$ cat config.mk
export PLATFORM = sky130hd
export DESIGN_NAME = ppm_header_and_pixel_parser
export DESIGN_NICKNAME = d
export VERILOG_FILES = /design/src/rtl/ppmp_pkg.sv /design/src/rtl/ppm_header_and_pixel_parser.sv /design/src/rtl/ppmp_core.sv
export SDC_FILE = /design/constraint.sdc
export NUM_CORES = 1
export LEC_CHECK = 0
export BUFFER_PORTS_ARGS = -buffer_cell sky130_fd_sc_hd__buf_2
export CELL_PAD_IN_SITES_DETAIL_PLACEMENT = 1
export CELL_PAD_IN_SITES_GLOBAL_PLACEMENT = 2
export CORE_MARGIN = 5
export CORE_UTILIZATION = 41
export DETAILED_ROUTE_END_ITERATION = 12
export GPL_TIMING_DRIVEN = 1
export PLACE_DENSITY = 0.84
export SLEW_MARGIN = 20
export SYNTH_ARGS = -nofsm -noshare
export SYNTH_HDL_FRONTEND = slang
export SYNTH_SLANG_ARGS = --single-unit
$ cat constraint.sdc
create_clock -name i_clk -period 12.4 [get_ports i_clk]
set_input_delay 0.62 -clock i_clk [delete_from_list [all_inputs] [get_ports i_clk]]
set_output_delay 0.62 -clock i_clk [all_outputs]
set_load 0.005 [all_outputs]
$ cat src/rtl/ppmp_pkg.sv
`timescale 1ns / 1ps
// ----------------------------------------------------------------------------
// ppmp_pkg
// Shared types, codes and character helpers for the PPM stream parser.
// ----------------------------------------------------------------------------
package ppmp_pkg;

    localparam int DIMENSION_BITS_DEF = 16;

    // result kinds
    localparam logic [1:0] KIND_HEADER = 2'd0;
    localparam logic [1:0] KIND_PIXEL  = 2'd1;
    localparam logic [1:0] KIND_ERROR  = 2'd2;

    localparam logic [7:0] CH_P    = 8'h50;
    localparam logic [7:0] CH_SIX  = 8'h36;
    localparam logic [7:0] CH_TRE  = 8'h33;
    localparam logic [7:0] CH_HASH = 8'h23;
    localparam logic [7:0] CH_LF   = 8'h0A;
    localparam logic [7:0] CH_SPC  = 8'h20;
    localparam logic [7:0] CH_TAB  = 8'h09;
    localparam logic [7:0] CH_CR   = 8'h0D;
    localparam logic [7:0] CH_ZERO = 8'h30;
    localparam logic [7:0] CH_NINE = 8'h39;

    // one input beat as held in the input register
    typedef struct packed {
        logic [7:0] data;
        logic       ended;
    } t_beat;

    function automatic logic is_space(input logic [7:0] b);
        is_space = (b == CH_SPC) || ((b >= CH_TAB) && (b <= CH_CR));
    endfunction

    function automatic logic is_digit(input logic [7:0] b);
        is_digit = (b >= CH_ZERO) && (b <= CH_NINE);
    endfunction

endpackage

$ cat src/rtl/ppm_header_and_pixel_parser.sv
`timescale 1ns / 1ps
// ----------------------------------------------------------------------------
// ppm_header_and_pixel_parser
// PPM (P6/P3 magic) byte stream parser giving header, pixel and error beats.
// ----------------------------------------------------------------------------
// Usage:
//   Slave stream: one file byte per beat in tdata[7:0]; tuser high marks the
//   end of the stream (tdata is then ignored).
//   Master stream: at most one result beat per input beat. tuser carries the
//   kind (header, pixel, error), tlast flags the final pixel, tdata the fields.
//   A taken input beat passes the input register, then the result register.
//   Throughput: one byte per cycle while the receiver does not stall; the
//   whole per-byte state update is one pass through the step logic.
//   While the receiver stalls, the result register holds and the input
//   register may still take one beat; then tready drops until space frees.
//   Synchronous active-low reset returns the parser to waiting for the magic
//   and empties both registers. After an error, the last pixel or an end of
//   stream, further bytes are taken and dropped until reset.
// ----------------------------------------------------------------------------
module ppm_header_and_pixel_parser
    import ppmp_pkg::*;
#(
    parameter int DIMENSION_BITS = DIMENSION_BITS_DEF,
    localparam int OUT_BITS = 5 * DIMENSION_BITS + 25,
    localparam int OUT_W    = ((OUT_BITS + 7) / 8) * 8
) (
    input  logic             i_clk,
    input  logic             i_rst_n,
    input  logic             i_s_axis_tvalid,
    output logic             o_s_axis_tready,
    input  logic [7:0]       i_s_axis_tdata,  // [7:0] data_byte
    input  logic             i_s_axis_tuser,  // [0] end_of_input
    output logic             o_m_axis_tvalid,
    input  logic             i_m_axis_tready,
    // from bit 0: image_width, image_height, max_colour, binary_format, red,
    // green, blue, column, row, zero fill
    output logic [OUT_W-1:0] o_m_axis_tdata,
    output logic [1:0]       o_m_axis_tuser,  // [1:0] result_kind
    output logic             o_m_axis_tlast   // last_pixel
);

    localparam int D = DIMENSION_BITS;

    logic         r_in_valid;
    t_beat        r_in;
    logic         step;

    logic             res_valid;
    logic [1:0]       res_kind;
    logic [D-1:0]     res_w, res_h, res_maxc, res_col, res_row;
    logic             res_bin, res_last;
    logic [7:0]       res_r, res_g, res_b;
    logic [OUT_W-1:0] res_data;

    logic             r_out_valid;
    logic [OUT_W-1:0] r_out_data;
    logic [1:0]       r_out_kind;
    logic             r_out_last;

    assign step            = r_in_valid && (!r_out_valid || i_m_axis_tready);
    assign o_s_axis_tready = !r_in_valid || step;

    always_ff @(posedge i_clk) begin
        if (!i_rst_n) begin
            r_in_valid <= 1'b0;
        end else if (o_s_axis_tready) begin
            r_in_valid <= i_s_axis_tvalid;
        end
    end

    always_ff @(posedge i_clk) begin
        if (o_s_axis_tready && i_s_axis_tvalid) begin
            r_in.data  <= i_s_axis_tdata;
            r_in.ended <= i_s_axis_tuser;
        end
    end

    ppmp_core #(
        .DIMENSION_BITS(D)
    ) u_core (
        .i_clk        (i_clk),
        .i_rst_n      (i_rst_n),
        .i_step       (step),
        .i_beat       (r_in),
        .o_res_valid  (res_valid),
        .o_res_kind   (res_kind),
        .o_width      (res_w),
        .o_height     (res_h),
        .o_max_colour (res_maxc),
        .o_binary     (res_bin),
        .o_red        (res_r),
        .o_green      (res_g),
        .o_blue       (res_b),
        .o_column     (res_col),
        .o_row        (res_row),
        .o_last       (res_last)
    );

    assign res_data = {{(OUT_W - OUT_BITS){1'b0}}, res_row, res_col, res_b, res_g, res_r,
                       res_bin, res_maxc, res_h, res_w};

    always_ff @(posedge i_clk) begin
        if (!i_rst_n) begin
            r_out_valid <= 1'b0;
        end else if (step) begin
            r_out_valid <= res_valid;
        end else if (i_m_axis_tready) begin
            r_out_valid <= 1'b0;
        end
    end

    always_ff @(posedge i_clk) begin
        if (step) begin
            r_out_data <= res_data;
            r_out_kind <= res_kind;
            r_out_last <= res_last;
        end
    end

    assign o_m_axis_tvalid = r_out_valid;
    assign o_m_axis_tdata  = r_out_data;
    assign o_m_axis_tuser  = r_out_kind;
    assign o_m_axis_tlast  = r_out_last;

    // last flag only ever rides on a pixel beat
    a_last_is_pixel: assert property (@(posedge i_clk) disable iff (!i_rst_n)
        o_m_axis_tvalid && o_m_axis_tlast |-> o_m_axis_tuser == KIND_PIXEL)
        else $error("tlast on a non-pixel result");

    // back-pressure only when the input register is occupied
    a_ready_low_full: assert property (@(posedge i_clk) disable iff (!i_rst_n)
        !o_s_axis_tready |-> r_in_valid && r_out_valid && !i_m_axis_tready)
        else $error("input stalled without cause");

    // a held byte is not lost while the output stalls
    a_held_byte_kept: assert property (@(posedge i_clk) disable iff (!i_rst_n)
        r_in_valid && r_out_valid && !i_m_axis_tready |=> r_in_valid)
        else $error("buffered byte dropped during stall");

endmodule

$ cat src/rtl/ppmp_core.sv
`timescale 1ns / 1ps
// ----------------------------------------------------------------------------
// ppmp_core
// Parser state and the per-byte step: header fields, comments, pixel grouping.
// ----------------------------------------------------------------------------
module ppmp_core
    import ppmp_pkg::*;
#(
    parameter int DIMENSION_BITS = DIMENSION_BITS_DEF
) (
    input  logic                      i_clk,
    input  logic                      i_rst_n,
    input  logic                      i_step,
    input  t_beat                     i_beat,
    output logic                      o_res_valid,
    output logic [1:0]                o_res_kind,
    output logic [DIMENSION_BITS-1:0] o_width,
    output logic [DIMENSION_BITS-1:0] o_height,
    output logic [DIMENSION_BITS-1:0] o_max_colour,
    output logic                      o_binary,
    output logic [7:0]                o_red,
    output logic [7:0]                o_green,
    output logic [7:0]                o_blue,
    output logic [DIMENSION_BITS-1:0] o_column,
    output logic [DIMENSION_BITS-1:0] o_row,
    output logic                      o_last
);

    localparam int D = DIMENSION_BITS;

    localparam logic [3:0] PH_MAGIC1 = 4'd0;
    localparam logic [3:0] PH_MAGIC2 = 4'd1;
    localparam logic [3:0] PH_WIDTH  = 4'd2;
    localparam logic [3:0] PH_HEIGHT = 4'd3;
    localparam logic [3:0] PH_MAXC   = 4'd4;
    localparam logic [3:0] PH_CMT_W  = 4'd5;
    localparam logic [3:0] PH_CMT_H  = 4'd6;
    localparam logic [3:0] PH_CMT_M  = 4'd7;
    localparam logic [3:0] PH_PIXELS = 4'd8;
    localparam logic [3:0] PH_DONE   = 4'd9;
    localparam logic [3:0] PH_ERROR  = 4'd10;
    localparam logic [3:0] CMT_OFS   = 4'd3;

    logic [3:0]   r_phase, n_phase;
    logic [D-1:0] r_acc, n_acc;
    logic         r_seen, n_seen;
    logic [D-1:0] r_w, n_w;
    logic [D-1:0] r_h, n_h;
    logic [D-1:0] r_maxc, n_maxc;
    logic         r_fmt, n_fmt;
    logic [D-1:0] r_x, n_x;
    logic [D-1:0] r_y, n_y;
    logic [1:0]   r_ch, n_ch;
    logic [7:0]   r_red, n_red;
    logic [7:0]   r_grn, n_grn;

    logic [D+3:0] acc_ten;
    logic [D-1:0] acc_sat;
    logic         x_end;
    logic         y_end;

    // acc * 10 + digit, clamped to all ones
    assign acc_ten = ({4'b0, r_acc} << 3) + ({4'b0, r_acc} << 1)
                   + {{D{1'b0}}, i_beat.data[3:0]};
    assign acc_sat = (acc_ten > {4'b0, {D{1'b1}}}) ? {D{1'b1}} : acc_ten[D-1:0];
    assign x_end   = ({1'b0, r_x} + {{D{1'b0}}, 1'b1}) >= {1'b0, r_w};
    assign y_end   = ({1'b0, r_y} + {{D{1'b0}}, 1'b1}) >= {1'b0, r_h};

    always_comb begin
        logic [3:0] ph1;
        logic       hdr;
        logic       hdr_end;
        logic       err;
        n_phase = r_phase;
        n_acc   = r_acc;
        n_seen  = r_seen;
        n_w     = r_w;
        n_h     = r_h;
        n_maxc  = r_maxc;
        n_fmt   = r_fmt;
        n_x     = r_x;
        n_y     = r_y;
        n_ch    = r_ch;
        n_red   = r_red;
        n_grn   = r_grn;
        ph1     = r_phase;
        hdr     = 1'b0;
        hdr_end = 1'b0;
        err     = 1'b0;
        o_res_valid  = 1'b0;
        o_res_kind   = KIND_HEADER;
        o_width      = '0;
        o_height     = '0;
        o_max_colour = '0;
        o_binary     = 1'b0;
        o_red        = '0;
        o_green      = '0;
        o_blue       = '0;
        o_column     = '0;
        o_row        = '0;
        o_last       = 1'b0;

        if (i_step) begin
            case (r_phase)
                PH_MAGIC1: begin
                    if (i_beat.ended) begin
                        err = 1'b1;
                    end else if (i_beat.data == CH_P) begin
                        n_phase = PH_MAGIC2;
                    end else if (!is_space(i_beat.data)) begin
                        err = 1'b1;
                    end
                end
                PH_MAGIC2: begin
                    if (!i_beat.ended && (i_beat.data == CH_SIX || i_beat.data == CH_TRE)) begin
                        n_fmt   = (i_beat.data == CH_SIX);
                        n_acc   = '0;
                        n_seen  = 1'b0;
                        n_phase = PH_WIDTH;
                    end else begin
                        err = 1'b1;
                    end
                end
                PH_WIDTH, PH_HEIGHT, PH_MAXC: begin
                    if (i_beat.ended) begin
                        if (r_phase == PH_MAXC && r_seen) begin
                            hdr     = 1'b1;
                            hdr_end = 1'b1;
                        end else begin
                            err = 1'b1;
                        end
                    end else if (is_digit(i_beat.data)) begin
                        n_acc  = acc_sat;
                        n_seen = 1'b1;
                    end else if (r_seen && r_phase == PH_MAXC) begin
                        // terminator of max colour is swallowed
                        hdr = 1'b1;
                    end else begin
                        if (r_seen) begin
                            if (r_phase == PH_WIDTH) begin
                                n_w = r_acc;
                            end else begin
                                n_h = r_acc;
                            end
                            n_acc  = '0;
                            n_seen = 1'b0;
                            ph1    = r_phase + 4'd1;
                        end
                        if (is_space(i_beat.data)) begin
                            n_phase = ph1;
                        end else if (i_beat.data == CH_HASH) begin
                            n_phase = ph1 + CMT_OFS;
                        end else begin
                            err = 1'b1;
                        end
                    end
                end
                PH_CMT_W, PH_CMT_H, PH_CMT_M: begin
                    if (i_beat.ended) begin
                        err = 1'b1;
                    end else if (i_beat.data == CH_LF) begin
                        n_phase = r_phase - CMT_OFS;
                    end
                end
                PH_PIXELS: begin
                    if (i_beat.ended) begin
                        n_phase = PH_DONE;
                    end else if (r_ch == 2'd0) begin
                        n_red = i_beat.data;
                        n_ch  = 2'd1;
                    end else if (r_ch == 2'd1) begin
                        n_grn = i_beat.data;
                        n_ch  = 2'd2;
                    end else begin
                        n_ch        = 2'd0;
                        o_res_valid = 1'b1;
                        o_res_kind  = KIND_PIXEL;
                        o_red       = r_red;
                        o_green     = r_grn;
                        o_blue      = i_beat.data;
                        o_column    = r_x;
                        o_row       = r_y;
                        o_last      = x_end && y_end;
                        if (x_end && y_end) begin
                            n_phase = PH_DONE;
                        end else if (x_end) begin
                            n_x = '0;
                            n_y = r_y + {{(D-1){1'b0}}, 1'b1};
                        end else begin
                            n_x = r_x + {{(D-1){1'b0}}, 1'b1};
                        end
                    end
                end
                default: begin
                end
            endcase

            if (hdr) begin
                n_maxc       = r_acc;
                n_acc        = '0;
                n_seen       = 1'b0;
                n_x          = '0;
                n_y          = '0;
                n_ch         = 2'd0;
                o_res_valid  = 1'b1;
                o_res_kind   = KIND_HEADER;
                o_width      = r_w;
                o_height     = r_h;
                o_max_colour = r_acc;
                o_binary     = r_fmt;
                n_phase = (!hdr_end && r_w != '0 && r_h != '0) ? PH_PIXELS : PH_DONE;
            end
            if (err) begin
                o_res_valid = 1'b1;
                o_res_kind  = KIND_ERROR;
                n_phase     = PH_ERROR;
            end
        end
    end

    always_ff @(posedge i_clk) begin
        if (!i_rst_n) begin
            r_phase <= PH_MAGIC1;
            r_acc   <= '0;
            r_seen  <= 1'b0;
            r_w     <= '0;
            r_h     <= '0;
            r_maxc  <= '0;
            r_fmt   <= 1'b0;
            r_x     <= '0;
            r_y     <= '0;
            r_ch    <= 2'd0;
            r_red   <= '0;
            r_grn   <= '0;
        end else begin
            r_phase <= n_phase;
            r_acc   <= n_acc;
            r_seen  <= n_seen;
            r_w     <= n_w;
            r_h     <= n_h;
            r_maxc  <= n_maxc;
            r_fmt   <= n_fmt;
            r_x     <= n_x;
            r_y     <= n_y;
            r_ch    <= n_ch;
            r_red   <= n_red;
            r_grn   <= n_grn;
        end
    end

endmodule

# ---- After elaboration in Yosys (flattened, before gate mapping)
# Index checks and enable logic that the tools add are counted.
dict set report op_classes {
  addsub 9
  n_lt_le_gt_ge 7
  n_eq_ne 35
  mux 91
  bitwise_logic 6
  reduce_logical 41
}
# operator n
set ops {}
lappend ops {{16-bit two-way mux} 21}
lappend ops {{4-bit two-way mux} 22}
lappend ops {{1-bit two-way mux} 35}
lappend ops {{16-bit by 1-bit adder with 17-bit output (second input constant)} 2}
lappend ops {{17-bit by 16-bit greater-or-equal comparator with 1-bit output} 2}
lappend ops {{16-bit by 1-bit adder with 16-bit output (second input constant)} 2}
lappend ops {{8-bit by 6-bit == test with 1-bit output (second input constant)} 4}
lappend ops {{16-bit one-hot mux with 2 select lines} 1}
lappend ops {{16-bit nonzero test} 2}
lappend ops {{7-bit AND reduction} 3}
lappend ops {{19-bit by 17-bit adder with 20-bit output} 1}
lappend ops {{20-bit by 4-bit adder with 20-bit output} 1}
lappend ops {{20-bit by 16-bit greater-than comparator with 1-bit output (second input constant)} 1}
lappend ops {{4-bit one-hot mux with 5 select lines} 1}
lappend ops {{2-bit two-way mux} 9}
lappend ops {{4-bit by 3-bit == test with 1-bit output (second input constant)} 4}
lappend ops {{4-bit by 1-bit != test with 1-bit output (second input constant)} 4}
lappend ops {{14-bit AND reduction} 1}
lappend ops {{4-bit by 2-bit != test with 1-bit output (second input constant)} 3}
lappend ops {{4-bit != test (second input constant)} 3}
lappend ops {{6-bit AND reduction} 2}
lappend ops {{5-bit != test (second input constant)} 2}
lappend ops {{5-bit AND reduction} 2}
lappend ops {{1-bit logical AND} 9}
lappend ops {{other kinds (34)} 52}
dict set report totals {
  register_bits 223
  out_inout_bits 117
  word_cells 209
}

# ---- Longest topological paths before layout
# Gate-level depths: netlist of the first run.
dict set report logic_depth {
  depth_word 16
  ltp_mapped 17
}

# ---- Modules after synthesis
# A second synthesis of the first run with hierarchy kept.
dict set report hier_totals {
  hier_cells 1070
  area_unflattened_um2 11325.9
}
# module instances cells_each area_each_um2
set by_module_without_submodules {}
lappend by_module_without_submodules {ppmp_core 1 935 7648.6}
lappend by_module_without_submodules {ppm_header_and_pixel_parser 1 135 3677.3}

# ---- Least setup slack after synthesis of the first run
# OpenSTA, ideal clock, no wires.
dict set report synth_path {
  path_type {in2reg}
  from {input i_m_axis_tready}
  to {register u_core.r_x[10]}
  arrival_ns 4.628
  required_ns 12.268
  setup_slack_ns 7.639
  cell_stages 7
  cell_sequence {nand2b_1 nand2_1 inv_1 o21ai_0 o21ai_0 clkbuf_1 a21oi_1}
}
dict set report synth_between {
  elab_chain_len 3
}
# item line
set synth_rtl {}
lappend synth_rtl {{start, declared} ppm_header_and_pixel_parser.sv:34} ;# input logic i_m_axis_tready,
lappend synth_rtl {{1-bit logical OR} ppm_header_and_pixel_parser.sv:60} ;# assign step = r_in_valid && (!r_out_valid || i_m_axis_tready);
lappend synth_rtl {{1-bit logical AND} ppm_header_and_pixel_parser.sv:60}
lappend synth_rtl {{net step} ppm_header_and_pixel_parser.sv:46} ;# logic step;
lappend synth_rtl {{6-bit AND reduction (no source line)} --}
lappend synth_rtl {{end signal, assigned} ppmp_core.sv:243} ;# r_x <= n_x;
lappend synth_rtl {{end, declared} ppmp_core.sv:51} ;# logic [D-1:0] r_x, n_x;
# The timed path passes the listed nets, and every way through them passes these cells.
# A chain may end at the register's enable or synchronous reset.

# ---- Worst setup path after layout of the first run
dict set report layout_path {
  from {register u_core.r_y[2]}
  to {register u_core.r_y[10]}
}
dict set report layout_between {
  elab_chain_len 8
  elab_cells_between_ends 13
  cone_classes {add/sub (2); order compare (1); eq/ne (1); mux (7); reduce/logical (2)}
}
# item line
set layout_rtl {}
lappend layout_rtl {{start, declared} ppmp_core.sv:52} ;# logic [D-1:0] r_y, n_y;
lappend layout_rtl {{start signal, assigned} ppmp_core.sv:244} ;# r_y <= n_y;
lappend layout_rtl {{parallel branches: the longest is 8 deep, another holds 16-bit by 1-bit adder with 17-bit output} --}
# Parallel ways; which one is timed is not known. The select of a mux whose other input is x is not followed.

==> flow_metrics.env, run 1 <==
export IMPL_clk_pin_slew_ns=0.06
export IMPL_r2r_end="u_core.r_y[10]$_SDFFE_PN0P_"
export IMPL_met2_usage_pct=34.75
export IMPL_clock_sinks=223
export IMPL_rsz0062_at_grt="no"
export IMPL_synth_edf_count=117
export IMPL_grt_use_met1_pct=27.12
export IMPL_root_buffer="clkbuf_16"
export IMPL_drc=0
export IMPL_synthCells=1117
export IMPL_dieArea_um2=31500
export IMPL_final_cell_mix="buf_2, edfxtp_1, nor2_1"
export IMPL_multiInputGateArea_um2=5434
export IMPL_viasPerCell=5.551
export IMPL_grt_busiest_layer="met2"
export IMPL_hp_start="i_s_axis_tdata[6]"
export IMPL_skew_ns=0.009981
export IMPL_cts_hold_buf=0
export IMPL_hold_violations=0
export IMPL_cts_max_path_buffers=3
export IMPL_drive_gt1_share_pct=16.12
export IMPL_first_pass_iters=5
export IMPL_fmax_ghz=0.2431
export IMPL_cts_tree="done"
export IMPL_core_area_um2=27710
export IMPL_num_io_pins=130
export IMPL_vias=8915
export IMPL_worst_ep_required_time_ns=12.86
export IMPL_final_max_slew_viol_count=0
export IMPL_drt_iter0_markers=658
export IMPL_cts_resized=0
export IMPL_fill_cells=3091
export IMPL_final_common_cell="buf_2"
export IMPL_fin_cells=1606
export IMPL_whs_path_depth=1
export IMPL_use_met3_pct=2.322
export IMPL_power_leakage_nw=5.218
export IMPL_clk_latency_ns=0.52
export IMPL_post_cts_setup_buffers=0
export IMPL_netlist_area_um2=11500
export IMPL_critPathKind="register to register"
export IMPL_maxSlewHeadroom_pct=38.90
export IMPL_gp_congestion=0.8309
export IMPL_io_buffer_count=122
export IMPL_dieHeight_um=177.5
export IMPL_numCtsBuffers=24
export IMPL_outcome="completed"
export IMPL_synth_seq_cells=223
export IMPL_synth_cell_types=72
export IMPL_yosysWarnings=0
export IMPL_layout_nets=1295
export IMPL_rrSetupSlack_ns=8.29
export IMPL_setup_viol=0
export IMPL_dieWidth_um=177.5
export IMPL_overflow=0
export IMPL_period_share_pct=33.18
export IMPL_critical_path_peak_fanout=12
export IMPL_worst_pin_slew_ns=0.9165
export IMPL_ys_flop_type="edfxtp_1"
export IMPL_drtAntennaViolNets=0
export IMPL_cap_violations=0
export IMPL_avgSynthCellArea_um2=10.30
export IMPL_regArea_um2=5635
export IMPL_worstReg2RegStart="u_core.r_y[2]$_SDFFE_PN0P_"
export IMPL_crit_arrival_ns=4.57
export IMPL_hpwlAfterDp_mm=22.77
export IMPL_dp_cells=1562
export IMPL_rows=61
export IMPL_detail_route_wl_per_cell_um=20.01
export IMPL_period_minus_slack_ns=4.114
export IMPL_start_util_pct=41.52
export IMPL_htreeDepth=1
export IMPL_grt_pass1_wl_mm=51.20
export IMPL_antenna_cells=0
export IMPL_hold_end="r_in[7]$_DFFE_PP_"
export IMPL_peakVddDrop_mv=0.08314
export IMPL_worst_r2r_cell_count=13
export IMPL_start_kind="register"
export IMPL_async_flop_share_pct=0
export IMPL_end_kind="register"
export IMPL_track_usage_pct=20.11
export IMPL_area_growth_pct=14.67
export IMPL_setup_tns_ns=0
export IMPL_ys_seq_area_share_pct=48.99
export IMPL_antenna_found_initial=0
export IMPL_postRouteWirelength_mm=32.13
export IMPL_grt_pass1_vias=9177
export IMPL_hp_class="input port to register"
export IMPL_grt_max_degree=73
export IMPL_power_density_nw_per_um2=128.9
==> cells by family (layout without fill, tap and decap cells) <==
family                   after synthesis  in the layout  share of synthesized area (%)
multiplexers                          54             54                          4.699
other                                  1              7                        0.03260
XOR/XNOR                              47             47                          3.579
AND/OR/NAND/NOR                      395            395                          18.41
flip-flops                           223            223                          48.99
AO/OA/AOI/OAI                        209            209                          12.15
buffers and inverters                116            221                          4.177
adder cells (fa/ha/maj)               72             72                          7.963
==> registers in the layout, summed over array words and instances, names as in the netlist <==
name,cells
o_m_axis_tdata,105
o_m_axis_tlast,1
o_m_axis_tuser,2
o_m_axis_tvalid,1
r_in,9
r_in_valid,1
u_core.r_acc,16
u_core.r_ch,2
u_core.r_fmt,1
u_core.r_grn,8
u_core.r_h,16
u_core.r_phase,4
u_core.r_red,8
u_core.r_seen,1
u_core.r_w,16
u_core.r_x,16
u_core.r_y,16
==> layer usage <==
metal / wire length [um] / share of wire, % / vias to the layer above
li1: - / - / 4291
met1: 14500 / 45 / 4405
met2: 15680 / 49 / 173
met3: 1311 / 4.1 / 46
met4: 643 / 2.0 / 0
met5: 0 / 0 / -
==> cell usage after synthesis (3+ instances only) <==
cell type | instances | area (um^2)
a2111oi_0 | 4 | 35.03
a211oi_1 | 22 | 165.2
a21o_1 | 10 | 75.07
a21oi_1 | 58 | 290.3
a311oi_1 | 3 | 26.28
a31oi_1 | 5 | 31.28
a32o_1 | 7 | 70.07
and2_1 | 27 | 168.9
and3_1 | 64 | 400.4
and4_1 | 3 | 26.28
buf_1 | 6 | 22.52
buf_2 | 8 | 40.04
buf_4 | 7 | 52.55
clkbuf_1 | 50 | 187.7
dfxtp_1 | 106 | 2122
edfxtp_1 | 117 | 3513
ha_1 | 70 | 875.8
inv_1 | 42 | 157.7
mux2i_1 | 54 | 540.5
nand2_1 | 52 | 195.2
nand2b_1 | 5 | 31.28
nand3_1 | 28 | 140.1
nand3b_1 | 5 | 37.54
nand4_1 | 16 | 100.1
nor2_1 | 110 | 412.9
nor2b_1 | 5 | 31.28
nor3_1 | 10 | 50.05
nor3b_1 | 6 | 45.04
nor4_1 | 10 | 62.56
nor4b_1 | 4 | 35.03
o2111ai_1 | 6 | 52.55
o211ai_1 | 8 | 60.06
o21a_1 | 9 | 67.56
o21ai_0 | 41 | 205.2
o21bai_1 | 3 | 22.52
o31ai_1 | 14 | 105.1
or2_2 | 8 | 50.05
or3_1 | 11 | 68.82
or4_1 | 19 | 142.6
xnor2_1 | 31 | 271.5
xor2_1 | 16 | 140.1
==> final cells by class <==
cell class | count | area share [%]
inverters | 43 | 1.243
flip-flops and latches | 223 | 42.72
multi-input cells | 784 | 41.20
clock inverters | 14 | 0.9012
well taps | 378 | 3.586
clock buffers | 30 | 5.037
repair buffers | 134 | 5.312
==> report_power, final <==
| group | total [mW] | switching [mW] | leakage [nW] | internal [mW] |
|---|---|---|---|---|
| clock | 0.711 | 0.291 | 0.392 | 0.420 |
| sequential | 0.820 | 0.0208 | 1.99 | 0.800 |
| combinational | 0.168 | 0.107 | 2.83 | 0.0614 |
| total | 1.70 | 0.419 | 5.22 | 1.28 |
==> how the worst max path moves through the flow <==
stage | startpoint | endpoint | slack, ns | cells after the start
floorplan | i_m_axis_tready | u_core.r_x[10]$_SDFFE_PN0P_ | 7.64 | 7
global placement | u_core.r_x[2]$_SDFFE_PN0P_ | u_core.r_x[10]$_SDFFE_PN0P_ | 8.48 | 14
CTS | u_core.r_y[2]$_SDFFE_PN0P_ | u_core.r_y[10]$_SDFFE_PN0P_ | 8.35 | 13
detailed placement | u_core.r_y[2]$_SDFFE_PN0P_ | u_core.r_y[10]$_SDFFE_PN0P_ | 8.39 | 13
finish | u_core.r_y[2]$_SDFFE_PN0P_ | u_core.r_y[10]$_SDFFE_PN0P_ | 8.29 | 13
global route | u_core.r_y[2]$_SDFFE_PN0P_ | u_core.r_y[10]$_SDFFE_PN0P_ | 7.93 | 13
==> critical path, cell delays in order (launching register included) <==
cell and delay, ns:
dfxtp_1 0.48, and3_1 0.24, nand3_1 0.17, or2_2 0.39, nand2b_1 0.25, nor2_1 0.17, xor2_1 0.22, ha_1 0.28
a21oi_1 0.13, o21ai_0 0.13, a31oi_1 0.36, nand3_1 0.41, nor2_1 0.57, a32o_1 0.24
==> stage by stage <==
step                      hold WS (ns)  instance area [um^2]  utilization (%)  total power, mW  setup WS [ns]
after global routing            0.2567                 13190            47.61            1.769          7.930
final                           0.2764                 13190            47.61            1.700          8.286
after floorplan                 0.4521                 11520                -           0.9444          7.639
after detailed placement        0.4748                 12410            44.78            1.003          8.390
after CTS                       0.2571                 13190            47.61            1.717          8.349
after global placement          0.4677                 12410            44.78           0.9997          8.479
Note: power is estimated with default switching activity, not from simulation.
==> run 2: changes to the inputs <==
ABC_AREA = 1   (was not set)
CORE_UTILIZATION = 36   (was 41)
PLACE_DENSITY = 0.79   (was 0.84)
clock period = 4.2 ns   (was 12.4 ns; I/O delays follow)
==> run 2 against run 1 <==
Largest power group unchanged. Global-route usage down 2.6 points. Clock power rose to 3.3 times the previous value. Highest routed layer unchanged. Maximum frequency up 6.4%. Register-to-register slack worse by 8.0 ns. Critical path depth up 8. Synthesized area down 0.53%. Combinational power rose to 4.9 times the previous value. Wire length down 0.53%.
==> flow_metrics.env, run 2 <==
export IMPL_io_buffer_count=122
export IMPL_synth_common_cells="nand2_1, nor2_1, inv_1, edfxtp_1, a21oi_1"
export IMPL_final_cell_mix="nand2_1, nor2_1, inv_1"
export IMPL_hold_violations=0
export IMPL_switching_share_pct=27.14
export IMPL_synth_cell_types=47
export IMPL_ys_seq_area_share_pct=49.26
export IMPL_synth_edf_count=117
export IMPL_vias=9169
export IMPL_htreeDepth=1
export IMPL_drtAntennaViolNets=0
export IMPL_grt_pass1_vias=9456
export IMPL_setup_viol=0
export IMPL_peakVddDrop_mv=0.2616
export IMPL_worstReg2RegStart="u_core.r_x[0]$_SDFFE_PN0P_"
export IMPL_fill_cells=3744
export IMPL_gp_congestion=0.8234
export IMPL_antenna_found_initial=0
export IMPL_root_buffer="clkbuf_16"
export IMPL_layout_nets=1537
export IMPL_worst_pin_slew_ns=0.9688
export IMPL_power_density_nw_per_um2=419.3
export IMPL_hp_class="input port to register"
export IMPL_final_common_cell="nand2_1"
export IMPL_pre_cts_ws_ns=0.2370
export IMPL_cts_tree="done"
export IMPL_maxSlewHeadroom_pct=35.02
export IMPL_power_mw=5.617
export IMPL_start_util_pct=36.35
export IMPL_dieArea_um2=35450
export IMPL_grt_busiest_layer="met2"
export IMPL_period_share_pct=92.04
export IMPL_core_area_um2=31470
export IMPL_setup_tns_ns=0
export IMPL_synth_most_common_cell="nand2_1"
export IMPL_end_kind="register"
export IMPL_cts_max_path_buffers=3
export IMPL_grt_pass1_wl_mm=50.81
export IMPL_synth_top_area_cell="edfxtp_1"
export IMPL_yosysWarnings=0
export IMPL_track_usage_pct=17.51
export IMPL_drive_gt1_share_pct=14.81
export IMPL_cap_violations=0
export IMPL_drc=0
export IMPL_synth_top_area_share_pct=30.71
export IMPL_post_dp_cell_area_um2=12380
export IMPL_grt_use_met1_pct=23.22
export IMPL_internal_power_mw=4.092
export IMPL_crit_arrival_ns=4.31
export IMPL_final_max_slew_viol_count=0
export IMPL_fin_cells=1874
export IMPL_hpwlAfterDp_mm=23.59
export IMPL_detail_route_wl_per_cell_um=17.05
export IMPL_fmax_ghz=0.2587
export IMPL_clock_sinks=223
export IMPL_grt_max_degree=80
export IMPL_setup_ws_ns=0.3343
export IMPL_use_met3_pct=2.445
export IMPL_critPathLaunch="u_core.r_x[0]$_SDFFE_PN0P_"
export IMPL_stdcell_area_um2=13400
export IMPL_critPathKind="register to register"
export IMPL_worst_ep_required_time_ns=4.64
export IMPL_synthTopCellsByArea="edfxtp_1, dfxtp_1, ha_1"
export IMPL_period_minus_slack_ns=3.866
export IMPL_rows=65
export IMPL_p_switching_mw=1.525
export IMPL_viasPerCell=4.893
export IMPL_dieWidth_um=188.3
export IMPL_num_io_pins=130
export IMPL_synthCells=1325
export IMPL_overflow=0
export IMPL_netlist_area_um2=11440
export IMPL_first_pass_iters=4
export IMPL_outcome="completed"
export IMPL_async_flop_share_pct=0
export IMPL_met2_usage_pct=30.51
export IMPL_start_kind="register"
export IMPL_numCtsBuffers=26
export IMPL_hp_start="i_s_axis_tuser"
export IMPL_clk_latency_ns=0.52
export IMPL_ys_flop_type="edfxtp_1"
export IMPL_pwr_share_comb_pct=14.7
export IMPL_antenna_cells=0
export IMPL_seqPwrFrac_pct=43.7
export IMPL_clk_pin_slew_ns=0.06
export IMPL_skew_ns=0.01010
export IMPL_area_growth_pct=17.08
export IMPL_dp_cells=1814
export IMPL_avgSynthCellArea_um2=8.635
export IMPL_postRouteWirelength_mm=31.96
export IMPL_synth_seq_cells=223
export IMPL_dieHeight_um=188.3
export IMPL_largest_reg_flops=105
export IMPL_drt_iter0_markers=411
export IMPL_whs_ns=0.3951
export IMPL_critical_path_peak_fanout=30
export IMPL_fin_util_pct=42.56
export IMPL_p_clk_share_pct=41.7
export IMPL_power_leakage_nw=5.582
run 2: cell types whose count changed after synthesis, sizes merged, moves of 49 or more:
cell and change:
nand2 +150, inv +146, nor2 +84, and3 -64, o21ai +63, mux2i -54, a21oi +53, nand3 +49
run 2: area by class of cell:
cell class	instances	area, um^2	share of cell area, %
repair buffers	143	820.8	6.127
well taps	402	503.0	3.755
clock buffers	33	708.2	5.287
multi-input cells	868	4836	36.10
inverters	190	719.4	5.371
flip-flops and latches	223	5635	42.07
clock inverters	15	172.7	1.289
run 2: cell families after synthesis:
kind of cell | share of synthesized area [%]
AOI/OAI and AO/OA | 10.65
xor gates and xnor gates | 3.062
adders and majority gates | 8.005
buffers and inverters | 8.716
DFF | 49.26
other | 0.03278
and+or+nand+nor | 20.28
run 2: layer usage:
| layer | vias up | share of wire (%) |
|---|---|---|
| li1 | 4609 | - |
| met1 | 4393 | 46 |
| met2 | 135 | 48 |
| met3 | 32 | 3.9 |
| met4 | 0 | 1.9 |
| met5 | - | 0 |
run 2: power groups by stage:
stage	Clock [mW]	Combinational, mW	Sequential, mW
CTS	2.40	0.833	2.46
floorplan	0	0.572	2.50
global placement	0	0.816	2.50
finish	2.34	0.824	2.45
detailed placement	0	0.818	2.50
global route	2.50	0.948	2.46
run 2: path summary, 6_finish.rpt:
path | to | slack, ns | cells past startpoint
worst max-delay path | u_core.r_x[0]$_SDFFE_PN0P_ | 0.33 | 21
worst min-delay path | r_in[0]$_DFFE_PP_ | 0.40 | 2
worst max register to register | u_core.r_x[0]$_SDFFE_PN0P_ | 0.33 | 21
worst min register to register | u_core.r_grn[5]$_SDFFE_PN0P_ | 0.46 | 2
run 2: critical path, cell delays in order (launching register included):
cell and delay, ns:
dfxtp_1 0.38, inv_1 0.09, nor3_1 0.29, nand2_1 0.10, nor2_1 0.20, inv_1 0.10, nor3_2 0.20, nand3_1 0.18
nor3_2 0.16, xor2_1 0.20, inv_1 0.07, ha_1 0.28, and3_1 0.18, nand4_1 0.11, o21a_1 0.20, nand3_2 0.10
nand2_4 0.07, nand3_2 0.07, nand2_2 0.16, nand2_8 0.28, nand2_4 0.19, a21oi_1 0.17
run 2: repair_timing:
item / CTS / global route
resized for setup: 0 / 2
hold endpoints to repair: 11 / 0
hold buffers: 11 / 0
setup buffers: 0 / 1
setup endpoints to repair: 0 / 16
==> run 3: changes to the inputs <==
--- a/config.mk
+++ b/config.mk
@@ -7,5 +7,5 @@
 export LEC_CHECK = 0
 export ABC_AREA = 1
-export BUFFER_PORTS_ARGS = -buffer_cell sky130_fd_sc_hd__buf_2
+export BUFFER_PORTS_ARGS = -buffer_cell sky130_fd_sc_hd__clkbuf_2
 export CELL_PAD_IN_SITES_DETAIL_PLACEMENT = 1
 export CELL_PAD_IN_SITES_GLOBAL_PLACEMENT = 2
==> constraint.sdc (replaced) <==
create_clock -name i_clk -period 4.2 [get_ports i_clk]
set_input_delay 0.21 -clock i_clk [delete_from_list [all_inputs] [get_ports i_clk]]
set_output_delay 0.21 -clock i_clk [all_outputs]
set_load 0.02 [all_outputs]
==> run 3 against run 2 <==
Total power fell by 0.97%. Register-to-register slack better by 0.03 ns. Sequential share of layout area is 0.071 points higher. Core utilization fell by 0.072 points.
==> flow_metrics.env, run 3 (synthesized netlist as in run 2, its figures left out) <==
export IMPL_outcome="completed"
export IMPL_skew_ns=0.02011
export IMPL_drt_iter0_markers=458
export IMPL_setup_tns_ns=0
export IMPL_hpwlAfterDp_mm=23.76
export IMPL_critPathTopFamily="simple AND/OR/NAND/NOR gates"
export IMPL_clk_latency_ns=0.54
export IMPL_gp_congestion=0.8448
export IMPL_drive_gt1_share_pct=14.95
export IMPL_numCtsBuffers=27
export IMPL_crit_chain="inv_1, nor3_2, nand2_1, nor2_1, inv_1, nor3_2, nand3_1, nor3_2, xor2_1, inv_1, ha_1, and3_1, nand4_1, o21a_1, nand3_2, nand2_4, nand3_2, nand2_2, clkinvlp_4, clkbuf_4, nand2_1, o21ai_0, nor2_1"
export IMPL_drtAntennaViolNets=0
export IMPL_core_area_um2=31470
export IMPL_final_max_slew_viol_count=0
export IMPL_first_pass_iters=4
export IMPL_final_cell_mix="nand2_1, nor2_1, inv_1"
export IMPL_fmax_ghz=0.2609
export IMPL_setup_ws_ns=0.3671
export IMPL_setup_viol=0
export IMPL_hp_class="input port to register"
export IMPL_slowest_stage="dfxtp_1"
export IMPL_worst_pin_slew_ns=0.9226
export IMPL_drc=0
export IMPL_track_usage_pct=17.69
export IMPL_postRouteWirelength_mm=32.10
export IMPL_detail_route_wl_per_cell_um=17.07
export IMPL_worst_path_buf_inv=5
export IMPL_grt_max_degree=78
export IMPL_dieHeight_um=188.3
export IMPL_layout_nets=1543
export IMPL_dieWidth_um=188.3
export IMPL_htreeDepth=1
export IMPL_fin_util_pct=42.49
export IMPL_antenna_cells=0
export IMPL_power_density_nw_per_um2=416.0
export IMPL_period_share_pct=91.26
export IMPL_regArea_um2=5635
export IMPL_rows=65
export IMPL_period_minus_slack_ns=3.833
export IMPL_critical_path_peak_fanout=8
export IMPL_worst_ep_required_time_ns=4.67
export IMPL_slowest_delay_ns=0.38
export IMPL_root_buffer="clkbuf_16"
export IMPL_start_kind="register"
export IMPL_multiInputGateArea_um2=4847
export IMPL_cts_max_path_buffers=3
export IMPL_clk_pin_slew_ns=0.06
export IMPL_rsz0062_at_grt="no"
export IMPL_grt_pass1_vias=9453
export IMPL_maxSlewHeadroom_pct=38.34
export IMPL_vias=9159
export IMPL_io_buffer_count=122
export IMPL_num_io_pins=130
export IMPL_fill_cells=3745
export IMPL_end_kind="register"
export IMPL_peakVddDrop_mv=0.3541
export IMPL_cap_violations=0
export IMPL_hold_violations=0
export IMPL_power_leakage_nw=5.589
export IMPL_dieArea_um2=35450
export IMPL_viasPerCell=4.872
export IMPL_final_common_cell="nand2_1"
export IMPL_antenna_found_initial=0
export IMPL_start_util_pct=36.35
export IMPL_crit_arrival_ns=4.30
export IMPL_overflow=0
export IMPL_grt_pass1_wl_mm=51.20
export IMPL_clock_sinks=223
export IMPL_critPathKind="register to register"
export IMPL_pre_cts_ws_ns=0.3047
export IMPL_largest_reg_flops=105
export IMPL_area_growth_pct=16.89
export IMPL_cts_tree="done"
run 3: cell count changes in the layout (fill, tap and decap cells not counted), moves of 2 or more:
cell       previous run  this run
clkbuf_8              1         3
bufinv_16             4         1
buf_4                 8        13
clkbuf_1              5         9
clkinv_2              5         3
buf_2               122         0
clkbuf_2              0       122
run 3: final cells by class:
cell class / count / area share, %
Clock inverter: 10 / 0.5333
Tap cell: 402 / 3.761
Inverter: 190 / 5.380
Timing Repair Buffer: 148 / 6.325
Clock buffer: 39 / 5.614
Sequential cell: 223 / 42.14
Multi-Input combinational cell: 868 / 36.25
run 3: what timing repair did:
item / CTS / global route
setup endpoints to repair: 0 / 12
buffers inserted: 0 / 5
endpoints found under the hold margin: 11 / 0
gates resized for setup: 0 / 3
hold buffers: 11 / 0
run 3: where the power goes:
group | internal [mW] | switching (mW)
clock network | 1.29 | 0.905
registers | 2.39 | 0.0628
logic | 0.268 | 0.644
run 3: worst register-to-register path: stages, from the launching register on:
cell        delay (ns)
dfxtp_1           0.38
inv_1             0.11
nor3_2            0.23
nand2_1           0.08
nor2_1            0.19
inv_1             0.09
nor3_2            0.21
nand3_1           0.18
nor3_2            0.16
xor2_1            0.21
inv_1             0.08
ha_1              0.29
and3_1            0.17
nand4_1           0.09
o21a_1            0.13
nand3_2           0.11
nand2_4           0.10
nand3_2           0.07
nand2_2           0.23
clkinvlp_4        0.21
clkbuf_4          0.23
nand2_1           0.07
o21ai_0           0.07
nor2_1            0.09
run 3: final timing paths:
check,endpoint,slack (ns),start,cells after the start
hold / removal,u_core.r_fmt$_SDFFE_PN0P_,0.03,i_rst_n,3
setup / recovery,u_core.r_x[1]$_SDFFE_PN0P_,0.37,u_core.r_x[0]$_SDFFE_PN0P_,23
hold reg to reg,u_core.r_grn[2]$_SDFFE_PN0P_,0.46,u_core.r_grn[2]$_SDFFE_PN0P_,2
setup reg to reg,u_core.r_x[1]$_SDFFE_PN0P_,0.37,u_core.r_x[0]$_SDFFE_PN0P_,23
run 3: per-stage QoR:
stage / instances / instance area, um^2 / power (mW) / hold slack [ns]
after CTS: 1875 / 13300 / 5.640 / 0.002815
after floorplan: 1331 / 11460 / 3.145 / 0.3089
after global routing: 1880 / 13370 / 5.860 / 0.06064
after detailed placement: 1815 / 12370 / 3.405 / 0.3896
final: 1880 / 13370 / 5.563 / 0.03180
after global placement: 1815 / 12370 / 3.386 / 0.3900
run 3: layer usage:
layer / wire length [um] / global-route usage [%]
met5: 0 / 0
met4: 435 / 3.586
met3: 1153 / 2.946
met2: 15270 / 30.57
met1: 15240 / 23.52
